**src/design/odp_pkg.sv**
```systemverilog
// Shared types, widths and codes for the obstacle axis distance potential block.
`default_nettype none
package odp_pkg;

  localparam int COST_W         = 8;
  localparam int POS_W          = 8;
  localparam int DIM_W          = 9;
  localparam int POT_W          = 17;
  localparam int DIST_SUM_W     = 9;
  localparam int STORE_CMP_W    = 13;
  localparam int ADDR_CALC_W    = 24;
  localparam int AXIS_LIMIT     = 256;
  localparam int DEF_MAX_WIDTH  = 256;
  localparam int DEF_MAX_HEIGHT = 256;
  localparam int CFG_IDX_W      = 2;
  localparam int CFG_DATA_W     = 9;

  localparam logic [CFG_IDX_W-1:0] CFG_FREE_THRESHOLD = 2'd0;
  localparam logic [CFG_IDX_W-1:0] CFG_GRID_WIDTH     = 2'd1;
  localparam logic [CFG_IDX_W-1:0] CFG_GRID_HEIGHT    = 2'd2;

  localparam logic ACT_WRITE = 1'b0;
  localparam logic ACT_READ  = 1'b1;

  localparam logic [DIM_W-1:0] DIM_RESET = 9'd256;
  localparam logic [DIM_W-1:0] DIM_ONE   = 9'd1;
  localparam logic [POT_W-1:0] POT_ALL_ONES = '1;

  typedef enum logic [1:0] {
    ST_IDLE,
    ST_SCAN,
    ST_LAST,
    ST_CALC
  } state_t;

  // per-axis scanner control, one sample per cycle
  typedef struct packed {
    logic             clear;
    logic             sample;
    logic [POS_W-1:0] pos;
  } scan_ctl_t;

endpackage
`default_nettype wire

```
**src/design/odp_axis_scan.sv**
```systemverilog
// Nearest free cell tracker along one axis, one sample per cycle.
`default_nettype none
module odp_axis_scan
  import odp_pkg::*;
(
  input  wire logic              clk,
  input  wire logic              rst,
  input  wire scan_ctl_t         ctl,
  input  wire logic [POS_W-1:0]  target,
  input  wire logic [COST_W-1:0] cost,
  input  wire logic [COST_W-1:0] threshold,
  output logic                   found,
  output logic      [POS_W-1:0]  near_dist
);

  logic             found_next;
  logic [POS_W-1:0] near_dist_next;
  logic [POS_W-1:0] d;

  always_comb begin
    d = (ctl.pos >= target) ? (ctl.pos - target) : (target - ctl.pos);
    found_next     = found;
    near_dist_next = near_dist;
    if (ctl.clear) begin
      found_next     = 1'b0;
      near_dist_next = '0;
    end else if (ctl.sample && (cost <= threshold) && (!found || (d < near_dist))) begin
      found_next     = 1'b1;
      near_dist_next = d;
    end
  end

  always_ff @(posedge clk) begin
    if (rst) begin
      found     <= 1'b0;
      near_dist <= '0;
    end else begin
      found     <= found_next;
      near_dist <= near_dist_next;
    end
  end

endmodule
`default_nettype wire

```
**config.mk**
```make
export PLATFORM = sky130hd
export DESIGN_NAME = odp_axis_scan
export DESIGN_NICKNAME = d
export VERILOG_FILES = /design/src/design/odp_pkg.sv /design/src/design/odp_axis_scan.sv
export SDC_FILE = /design/constraint.sdc
export NUM_CORES = 1
export LEC_CHECK = 0
export BUFFER_PORTS_ARGS = -buffer_cell sky130_fd_sc_hd__buf_2
export CORE_MARGIN = 2
export CORE_UTILIZATION = 51
export CTS_CLUSTER_DIAMETER = 50
export CTS_CLUSTER_SIZE = 14
export DETAILED_ROUTE_END_ITERATION = 8
export PLACE_DENSITY = 0.87
export SLEW_MARGIN = 0
export SYNTH_ARGS = -nofsm -noshare
export SYNTH_HDL_FRONTEND = slang
export SYNTH_SLANG_ARGS = --single-unit
```
**constraint.sdc**
```tcl
create_clock -name clk -period 5.6 [get_ports clk]
set_input_delay 0.56 -clock clk [delete_from_list [all_inputs] [get_ports clk]]
set_output_delay 0.56 -clock clk [all_outputs]
set_load 0.01 [all_outputs]
```
# After elaboration in Yosys (flattened, before gate mapping)
# Cells that the tools add are included.
[totals]
input_bits = 36
regBits = 9
out_inout_bits = 9
wordCells = 13
[op_classes]
muxes = 1
n_reduce_logical = 5
add_sub_neg = 2
magnitude_cmp = 3
[ops]
columns = ["op", "n"]
rows = [
  ["8-bit subtractor", 2],
  ["8-bit greater-or-equal comparator", 1],
  ["8-bit <= comparator", 1],
  ["8-bit < comparator", 1],
  ["8-bit two-way mux", 1],
  ["1-bit logical AND", 2],
  ["2-bit OR reduction", 1],
  ["1-bit logical NOT", 1],
  ["1-bit logical OR", 1],
]

# Depth between registers and ports, before layout
[depth]
word_depth = 5
ltp_mapped = 17

# Least setup slack after synthesis
# OpenSTA, ideal clock, no wires.
[synth_path]
path_type = "in2reg"
start = "input ctl[0] (netlist bit)"
end = "register near_dist[2]"
n_path_buf = 0
slack_ns = 1.490
arrival_time_ns = 3.994
stages = 16
required_time_ns = 5.484
setup_ns = 0.116
path_cell_list = "inv_1 -> ha_1 -> inv_1 -> fa_1 -> nand3_1 -> a31oi_1 -> a211oi_4 -> mux2_2 -> xnor2_1 -> ha_1 -> nand3_1 -> a211oi_1 -> or3_4 -> a2111o_1 -> and3_1 -> a31o_2"
[synth_between]
elab_chain_len = 5
elab_cells_between_ends = 7
[synth_lines]
columns = ["item", "line_no", "source"]
rows = [
  ["from (decl)", "odp_axis_scan.sv:8", "input wire scan_ctl_t ctl,"],
  ["8-bit subtractor or 8-bit greater-or-equal comparator (tied branches)", "odp_axis_scan.sv:21", "d = (ctl.pos >= target) ? (ctl.pos - target) : (target - ctl.pos);"],
  ["8-bit two-way mux *", "odp_axis_scan.sv:21", ""],
  ["named net d[5]", "odp_axis_scan.sv:18", "logic [POS_W-1:0] d;"],
  ["8-bit < comparator *", "odp_axis_scan.sv:27", "end else if (ctl.sample && (cost <= threshold) && (!found || (d < near_dist))) begin"],
  ["1-bit logical OR *", "odp_axis_scan.sv:27", ""],
  ["1-bit logical AND *", "odp_axis_scan.sv:27", ""],
  ["to (signal assigned)", "odp_axis_scan.sv:39", "near_dist <= near_dist_next;"],
  ["to (decl)", "odp_axis_scan.sv:13", "output logic [POS_W-1:0] near_dist"],
]
# The timed path passes the listed nets; every way through them passes the cells marked *.
# A chain may end at the register's enable or synchronous reset.

# Worst setup path after layout
[layout_path]
start = "input ctl[0] (netlist bit)"
end = "register near_dist[0]"
# The elaborated chain is that of the path after synthesis.

==> metrics <==
status completed; worst r2r dst near_dist[0]; vias per cell 5.41; P_leak slightly below 0.0009 uW; Int Pwr 172 uW; synthesized cell area 1380 sq um; clock share of power 18.5%; DR iter-0 viols 40; Post-Synth XOR/XNOR Area 3.17%; vias in the first global route around 1.3k; slowest CP cell a2111oi_4; largest family of logic cells by synthesized area adder cells; Gate power share a little under three fifths; Slew @ Worst Pin 0.553 ns; CP arrival 4.40 ns; Final Hold Vio Count 0; commonest non-fill, non-tap cell in the layout buf_2; number of synthesized register bits 9; CTS sink cnt 9; crit path buf inv count 3; Synth top area share 27.2%; via count approximately 1.3k; crit path to near_dist[0]; Yosys warnings 0; Post-Synth Adder-Cell Area between 30% and 40%; Max-slew headroom 62.2%; first-pass GRT wire length just over 5 mm; worst skew pair latency 0.27 ns; final core occ ~65%; global route overflow 0; row count 18; initial antenna violation count 0; critical path endpoint category register; largest net degree at the start of global routing 10; CTS clk-pin slew, worst paths 0.06 ns; clock skew just under 0.0009 ns; H-tree Lvls 1; clock root cell clkbuf_4; min-delay worst type in2reg; max incr delay on CP 0.56 ns; Fmax 236 MHz; Setup Viol. Count Final 0; post-CTS sizing 0; Total Wirelength 2.85 mm; Min-Delay Path Depth 2; multiplexer share of the synthesized area 4.81%; CP required approximately 5.8 ns; Final Critical Period 4.25 ns; reg2reg setup slack 3.20 ns; most frequent cells in the layout 44 x buf_2, 35 x inv_1, 30 x ha_1; main area contributors after synthesis ha_1 27%, dfxtp_1 13%, inv_1 9.5%, a21oi_1 4.7%, o21ai_0 3.6%; core area between 2000 and 3000 sq um; Die ar. approximately 3100 sq um; Avg Inst Size Synth just over 8 sq um; I/O Buffers 44; Setup Fix Bufs, Post-CTS 0; CP startpoint ctl[0]; Worst VDD drop 0.105 mV; RSZ-0062 raised after global routing no; CTS buffer count 3; Syn-to-layout area delta 18.9%; Total Routing Usage GR 19.4%; RePlAce Congestion between 0.8 and 0.9; Post-Synth Simple-Gate Area roughly a tenth; WL per Instance 11.8 microns; Synth Area in Compound Gates 27.9%; setup TNS 0 ns; cell count along the critical path 18; period utilization about three quarters; Sw Share 39.6%; DIE HEIGHT 56.0 microns; dominant cell type by area after synthesis ha_1; CTS tree built; Fillers 248; # hold bufs at CTS 0; Startpoint Class input port; CP cell instances buf_2, inv_1, ha_1, inv_1, fa_1, nand3_1, a31oi_1, a211oi_4, a2111oi_0, or3_1, nand2_1, ha_1, nand3_1, a211oi_1, or3_4, a2111oi_4, nor2_1, a2111oi_1; Netlist cell types 42; drt pass-1 iters 4; sequential fraction of design power between 20 and 25%; CP Class in2reg; power per standard cell area ~170 nW/um^2; crit-path leading delay family compound AO/OA/AOI/OAI gates; Post-Syn Instances 167; R2R depth 8; Die X between 50 and 60 microns; initial core utilization 54.7%; Nets 280; layout cells sized above 1 around 28%; RR Startpoint near_dist[6]; Post-DP HPWL 2.52 mm; DRC viols 0; n_diodes 0; total power between 200 and 300 uW; P_sw between 100 and 150 uW; clock buffer depth 2; crit path max fanout 9; # IOs 45; fin. max-slew vios 0; Routed Antenna Nets 0; max-cap violations 0; Mapped Nets ~240; Seq/Total Area, Yosys 13.1%
cell families after synthesis:
group	Yosys count
AO/OA/AOI/OAI	51
buffers and inverters	39
adder cells (fa/ha/maj)	32
AND/OR/NAND/NOR	25
flip-flops	9
multiplexers	6
XOR/XNOR	5
routing by layer:
metal | vias to the layer above | routed length (microns) | global-route usage [%]
met4 | 0 | 27 | 4.08
met3 | 3 | 126 | 2.33
met1 | 587 | 1260 | 23.1
met2 | 38 | 1440 | 36.8
met5 | - | 0 | 0
li1 | 676 | - | -
power by group through the flow:
| stage | sequential, uW | combinational (uW) | clock [uW] |
|---|---|---|---|
| final | 70.3 | 162 | 52.5 |
| after global routing | 70.8 | 185 | 56.6 |
| after CTS | 70.3 | 163 | 54.2 |
| after detailed placement | 71.8 | 162 | 0 |
| after global placement | 71.8 | 157 | 0 |
| after floorplan | 73.2 | 119 | 0 |
Yosys cell counts, drive strengths merged:
library cell and count:
and4 1, or3 2, mux2i 4, o21a 1, o21ai 10, dfxtp 9
buf 2, a2111oi 4, a21bo 1, inv 35, nor3 1, a21o 5
and3 2, xnor2 4, and2 1, o22ai 1, nand2 4, ha 30
nor2b 1, a31o 1, a21oi 13, a31oi 4, a211oi 3, nand3 3
a2111o 1, o211ai 2, o21bai 1, nand4 4, clkbuf 2, mux2 2
nor2 6, xor2 1, o21ba 4, fa 2
cell type report:
type	instances	area, sq um	area share, %
timing repair buffer	44	220	13.4
tap	30	37.5	2.29
multi-input combinational	119	1040	63.7
clock buffer	4	26.3	1.60
inverter	35	131	8.01
sequential	9	180	11.0
worst min path at each step:
stage / slack [ns] / end / startpoint
5_1_grt: 0.48 / near_dist[1] / rst
2_1_floorplan: 0.51 / near_dist[1] / near_dist[1]
3_5_place_dp: 0.49 / near_dist[1] / near_dist[1]
4_1_cts: 0.48 / near_dist[1] / rst
6_report: 0.49 / near_dist[1] / rst
3_3_place_gp: 0.50 / near_dist[1] / near_dist[1]
flip-flops by register name, summed over array words and instances, names as in the netlist:
| signal | count |
|---|---|
| found | 1 |
| near_dist | 8 |
metrics by stage:
stage / area, sq um / hold WS, ns / setup slack [ns] / std cells
2_1_floorplan: 1380 / 0.513 / 1.49 / 167
3_3_place_gp: 1610 / 0.497 / 1.16 / 237
3_5_place_dp: 1610 / 0.490 / 1.06 / 237
4_1_cts: 1640 / 0.485 / 1.32 / 241
5_1_grt: 1640 / 0.483 / 0.970 / 241
6_report: 1640 / 0.490 / 1.35 / 241
(Power assumes the default switching activity.)
